--- config.mk ---
export PLATFORM = sky130hd
export DESIGN_NAME = ncs_ctrl
export DESIGN_NICKNAME = d
export VERILOG_FILES = /design/src/hw/rtl/nearest_centroid_search_unit_defines.svh /design/src/hw/rtl/ncs_pkg.sv /design/src/hw/rtl/ncs_ctrl.sv
export SDC_FILE = /design/constraint.sdc
export NUM_CORES = 1
export LEC_CHECK = 0
export BUFFER_PORTS_ARGS = -buffer_cell sky130_fd_sc_hd__buf_2
export CAP_MARGIN = 20
export CORE_AREA = 2 2 39 41
export CTS_BUF_LIST = sky130_fd_sc_hd__clkbuf_4 sky130_fd_sc_hd__clkbuf_8
export DETAILED_ROUTE_END_ITERATION = 16
export DIE_AREA = 0 0 41 43
export PLACE_DENSITY = 0.3
export SYNTH_ARGS = -nofsm -noshare
export SYNTH_HDL_FRONTEND = slang
export SYNTH_SLANG_ARGS = --single-unit
--- constraint.sdc ---
create_clock -name clk -period 1.45 [get_ports clk]
set_input_delay 0.145 -clock clk [delete_from_list [all_inputs] [get_ports clk]]
set_output_delay 0.145 -clock clk [all_outputs]
set_load 0.01 [all_outputs]
--- src/hw/rtl/nearest_centroid_search_unit_defines.svh ---
// Assertion macros for the nearest-centroid search unit.
// Included by RTL files that carry concurrent checks; no other dependencies.
`ifndef NEAREST_CENTROID_SEARCH_UNIT_DEFINES_SVH
`define NEAREST_CENTROID_SEARCH_UNIT_DEFINES_SVH

`ifndef SYNTH
`define NCS_ASSERT(name, clk, rst_n, prop, msg) \
    name: assert property (@(posedge clk) disable iff (!rst_n) prop) else $error(msg);
`define NCS_ASSERT_NEXT(name, clk, rst_n, ante, cons, msg) \
    name: assert property (@(posedge clk) disable iff (!rst_n) (ante) |=> (cons)) \
        else $error(msg);
`else
`define NCS_ASSERT(name, clk, rst_n, prop, msg)
`define NCS_ASSERT_NEXT(name, clk, rst_n, ante, cons, msg)
`endif

`endif

--- src/hw/rtl/ncs_pkg.sv ---
// Shared types and constants for the nearest-centroid search unit.
// No dependencies.
`timescale 1ns / 1ps
`default_nettype none

package ncs_pkg;

    localparam int COORD_W = 16;
    localparam int DIST_W  = 38;
    localparam int SQ_W    = 32;

    localparam logic ACTION_CENTROID = 1'b0;
    localparam logic ACTION_POINT    = 1'b1;

    // register index, taken from paddr[2]
    localparam logic REG_CLUSTERS_IN_USE = 1'b0;
    localparam logic REG_DIMS_IN_USE     = 1'b1;

    localparam logic [4:0] CLUSTERS_RESET = 5'd16;
    localparam logic [6:0] DIMS_RESET     = 7'd64;

    typedef struct packed {
        logic                       action;
        logic [3:0]                 cluster_index;
        logic [5:0]                 dim_index;
        logic signed [COORD_W-1:0]  coord_value;
        logic [4:0]                 cluster_limit;
    } req_word_t;

    typedef struct packed {
        logic [3:0]         nearest_cluster;
        logic [DIST_W-1:0]  nearest_distance;
    } rsp_word_t;

    typedef struct packed {
        logic cent_write;
        logic start;
        logic finish;
    } ncs_cmd_t;

    typedef struct packed {
        logic sweep_idle;
        logic point_end;
        logic rsp_free;
    } ncs_status_t;

endpackage

`default_nettype wire

--- src/hw/rtl/ncs_ctrl.sv ---
// Controller for the nearest-centroid search unit: accepts words, sequences
// the per-coordinate sweep and the result hand-off. Uses ncs_pkg.
`timescale 1ns / 1ps
`default_nettype none

module ncs_ctrl (
    input  wire logic               clk,
    input  wire logic               rst_n,
    input  wire logic               req_valid,
    input  wire logic               req_action,
    output logic                    req_stall,
    input  wire ncs_pkg::ncs_status_t status,
    output ncs_pkg::ncs_cmd_t       cmd
);

    typedef enum logic [1:0] {
        ST_IDLE,
        ST_SWEEP,
        ST_FINISH
    } state_t;

    state_t state_reg;
    state_t state_next;

    always_comb
    begin
        state_next     = state_reg;
        cmd.cent_write = 1'b0;
        cmd.start      = 1'b0;
        cmd.finish     = 1'b0;
        case (state_reg)
            ST_IDLE:
            begin
                if (req_valid)
                begin
                    if (req_action == ncs_pkg::ACTION_CENTROID)
                    begin
                        cmd.cent_write = 1'b1;
                    end
                    else
                    begin
                        cmd.start  = 1'b1;
                        state_next = ST_SWEEP;
                    end
                end
            end
            ST_SWEEP:
            begin
                if (status.sweep_idle)
                begin
                    state_next = status.point_end ? ST_FINISH : ST_IDLE;
                end
            end
            ST_FINISH:
            begin
                // hold until the output register can take the result
                if (status.rsp_free)
                begin
                    cmd.finish = 1'b1;
                    state_next = ST_IDLE;
                end
            end
            default:
            begin
                state_next = ST_IDLE;
            end
        endcase
    end

    assign req_stall = (state_reg != ST_IDLE);

    always_ff @(posedge clk or negedge rst_n)
    begin
        if (!rst_n)
        begin
            state_reg <= ST_IDLE;
        end
        else
        begin
            state_reg <= state_next;
        end
    end

endmodule

`default_nettype wire

Yosys cells after proc, flatten, opt, wreduce, memory -nomap -nowiden
Cells that the tools add are included.

Flip-flop bits (word level): 2. Bits of input ports: 7. Logic and storage cells: 22.

Eq/ne operators: 6. Muxes and demuxes: 12. Reduce and logical (&&, ||, !) cells: 3.

Operators by type and width (number): $mux 2 (7); $ne 2x2->1 const B (4); $pmux 2 s3 (1); $mux 1 (4); $reduce_and 4->1 (1); $eq 2x1->1 const B (1); $eq 2x2->1 const B (1); $logic_not 2->1 (1); $reduce_bool 2->1 (1).

Depth between registers and ports, before layout
Depth after elaboration: 3. Gate-level depth with buffers: 2. Depth with buffers taken out: 2.

Worst setup path before layout
No wires, ideal clock.

Path kind: reg-to-output. Start point: reg state_reg[1]. End point: out cmd[2] (netlist name). Arrival: 0.885 ns. Slack: 0.420 ns. Stages on the path, launching flop included: 3. Path buffers: 0. Cells stage by stage: dfrtp_1 > or2_4 > nor3b_2.

RTL lines: start: declaration (RTL line ncs_ctrl.sv:22) `state_t state_reg;`; start signal: assignment (RTL line ncs_ctrl.sv:80) `state_reg <= state_next;`; end: declaration (RTL line ncs_ctrl.sv:13) `output ncs_pkg::ncs_cmd_t cmd`.

==> flow_summary_export.csv <==
group,metric,value,unit
worst_setup_path,worstSetupEndpointType,"output pin",
floorplan,die_h,43,µm
floorplan,dieWidth,41,µm
worst_setup_path,worstReg2RegEnd,"state_reg[0]",
hold_path,hold_end,"state_reg[0]",
clocking,clk_latency,0.22,ns
grt,grt_pass1_vias,111,
hold_path,min_path_cells,2,
cells_and_area,layout_commonest_cell,"buf_2",
synthesis,synth_cells,13,
sta,fmax,755,MHz
clocking,numCtsBuffers,3,
clocking,ctsResizeCount,0,
sta,rsz0062_at_grt,"false",
routing,drt-initial-drc-count,2,
worst_setup_path,r2r_cells,2,
sta,max_slew.worst_pin.slew,0.140,ns
synthesis,ys_ff_latch,2,
floorplan,placementRows,14,
routing,antenna_left,0,
routing,wl_per_cell,7.47,µm
cells_and_area,final_nets,36,
cells_and_area,finish.instance_area,218,µm²
clocking,cts_buffer_depth,2,
synthesis,synth_top_area_frac,0.435,
clocking,clk_pin_slew,0.03,ns
sta,fin_crit_sh,0.914,
synthesis,yosys.area.top_type,"dfrtp_1",
worst_setup_path,reg2reg_from,"state_reg[1]",
worst_setup_path,critPathArrivalTime,1.18,ns
clocking,cts_num_sinks,2,
cells_and_area,n_antenna_cell,0,
job,maxCapViolCount,0,
sta,relSlewSlack,0.907,
routing,vias_per_cell,3.23,
clocking,htree_levels,1,
hold_path,hold_start,"status[2]",
clocking,cts_root_buf,"clkbuf_4",
worst_setup_path,crit_type,"register to output pin",
synthesis,synth_area_leaders,"dfrtp_1 43%, nand2b_1 11%, nor3b_2 11%, o22ai_1 11%, or2_4 7.6%",
grt,grt_use_total,0.0392,
synthesis,ys_types,8,
pwr,p_per_area,1150,mW/mm²
sta,hold_violations,0,
sta,setup_viol,0,
floorplan,start_util,0.0832,
worst_setup_path,rrSetupSlack,0.55,ns
floorplan,coreArea,0.00138,mm²
grt,antenna_found_initial,0,
grt,grt_pass1_wl,358,µm
worst_setup_path,required,1.31,ns
routing,firstDrtPassIters,2,
sta,clock_skew,0.00417,ns
routing,drcViolationCount,0,
grt,overflow,0,
cells_and_area,seqCellArea,50.0,µm²
sta,min_period,1.32,ns
hold_path,hp-class,"input pin to register",
place,port_buffers,10,
synthesis,synth.avg_cell_area,8.85,µm²
synthesis,syn_area,115,µm²
synthesis,synth_seq_area_share,0.435,
cells_and_area,synthToLayoutAreaGrowth,89.1,%
pwr,power_leakage,0.116,nW
grt,grt_max_degree,5,
synthesis,ys_warn_count,0,
sta,timing.setup.tns,0,ns
cells_and_area,largest_reg_flops,2,
routing,wl,321,µm
cells_and_area,nFillCells,165,
floorplan,die_area,0.00176,mm²
run_status,status,"finished, final reports clean",
synthesis,synth_nets,20,
cells_and_area,multi_input_area,61.3,µm²
worst_setup_path,crit_path_max_fanout,4,
floorplan,ioPinCount,11,
place,gp_congestion,0.515,
clocking,tritoncts,"yes",
place,place_area,185,µm²
cells_and_area,drive_above_1_share,0.556,
routing,via_count,139,
worst_setup_path,start_kind,"register",
cells_and_area,layout_common_cells,"10 x buf_2, 3 x clkbuf_4",
pwr,peakVddDrop,0.161,mV
sta,final_max_slew_viol_count,0,
-- cells in the mapped netlist, drive strengths merged --
cell    number
o22ai        2
or2          1
nor2         2
inv          1
dfrtp        2
nor3b        1
nand2b       2
nand2        2
-- how the worst max path moves through the flow --
stage                            start  endpoint  slack, ns  cells after the start
after global placement    state_reg[1]    cmd[2]       0.38                      3
after floorplan           state_reg[1]    cmd[2]       0.42                      2
final                     state_reg[1]    cmd[2]       0.13                      3
after global routing      state_reg[1]    cmd[2]       0.06                      3
after detailed placement  state_reg[1]    cmd[2]       0.36                      3
after CTS                 state_reg[1]    cmd[2]       0.12                      3
-- cells by family after synthesis --
logic type             Yosys count  synth area share
AND/OR/NAND/NOR                  8             0.424
AO/OA/AOI/OAI                    2             0.109
flip-flops                       2             0.435
buffers and inverters            1            0.0326
-- area by class of cell --
type | count | area share
clock buffer | 3 | 0.103
tap | 16 | 0.0920
multi-input combinational | 10 | 0.282
timing repair buffer | 11 | 0.276
sequential | 2 | 0.230
inverter | 1 | 0.0172
-- timing repair --
action | CTS | global route
hold buffers | 1 | 0
setup buffers | 0 | 0
hold endpoints to repair | 2 | 0
-- worst max-delay path, stage by stage, from the launching register on --
cell and delay (ns):
dfrtp_1 0.37, or2_4 0.27, nor3b_2 0.17, buf_2 0.14
-- metrics by stage --
| stage | cells | setup WS, ns | hold WS [ns] | power (mW) | util |
|---|---|---|---|---|---|
| floorplan | 13 | 0.420 | -0.151 | 0.103 | - |
| finish | 43 | 0.125 | 0.123 | 0.251 | 0.157 |
| detailed placement | 39 | 0.362 | -0.0662 | 0.128 | 0.134 |
| global route | 43 | 0.0583 | 0.131 | 0.276 | 0.157 |
| global placement | 39 | 0.376 | -0.0669 | 0.127 | 0.134 |
| CTS | 43 | 0.116 | 0.117 | 0.261 | 0.157 |
-- where the power goes --
part / switching [mW] / internal (mW)
combinational: 0.0280 / 0.0326
clock: 0.0319 / 0.0914
sequential: 0.00427 / 0.0630
total: 0.0642 / 0.187
-- routing by layer --
metal  part of all wire  vias up  GRT usage
met5                  0        -          0
met4                  0        0     0.0800
met3               0.22        0     0.0314
met2               0.38       11     0.0344
met1               0.40       57     0.0322
li1                   -       71          -
Power figures use the tool's default switching activity.
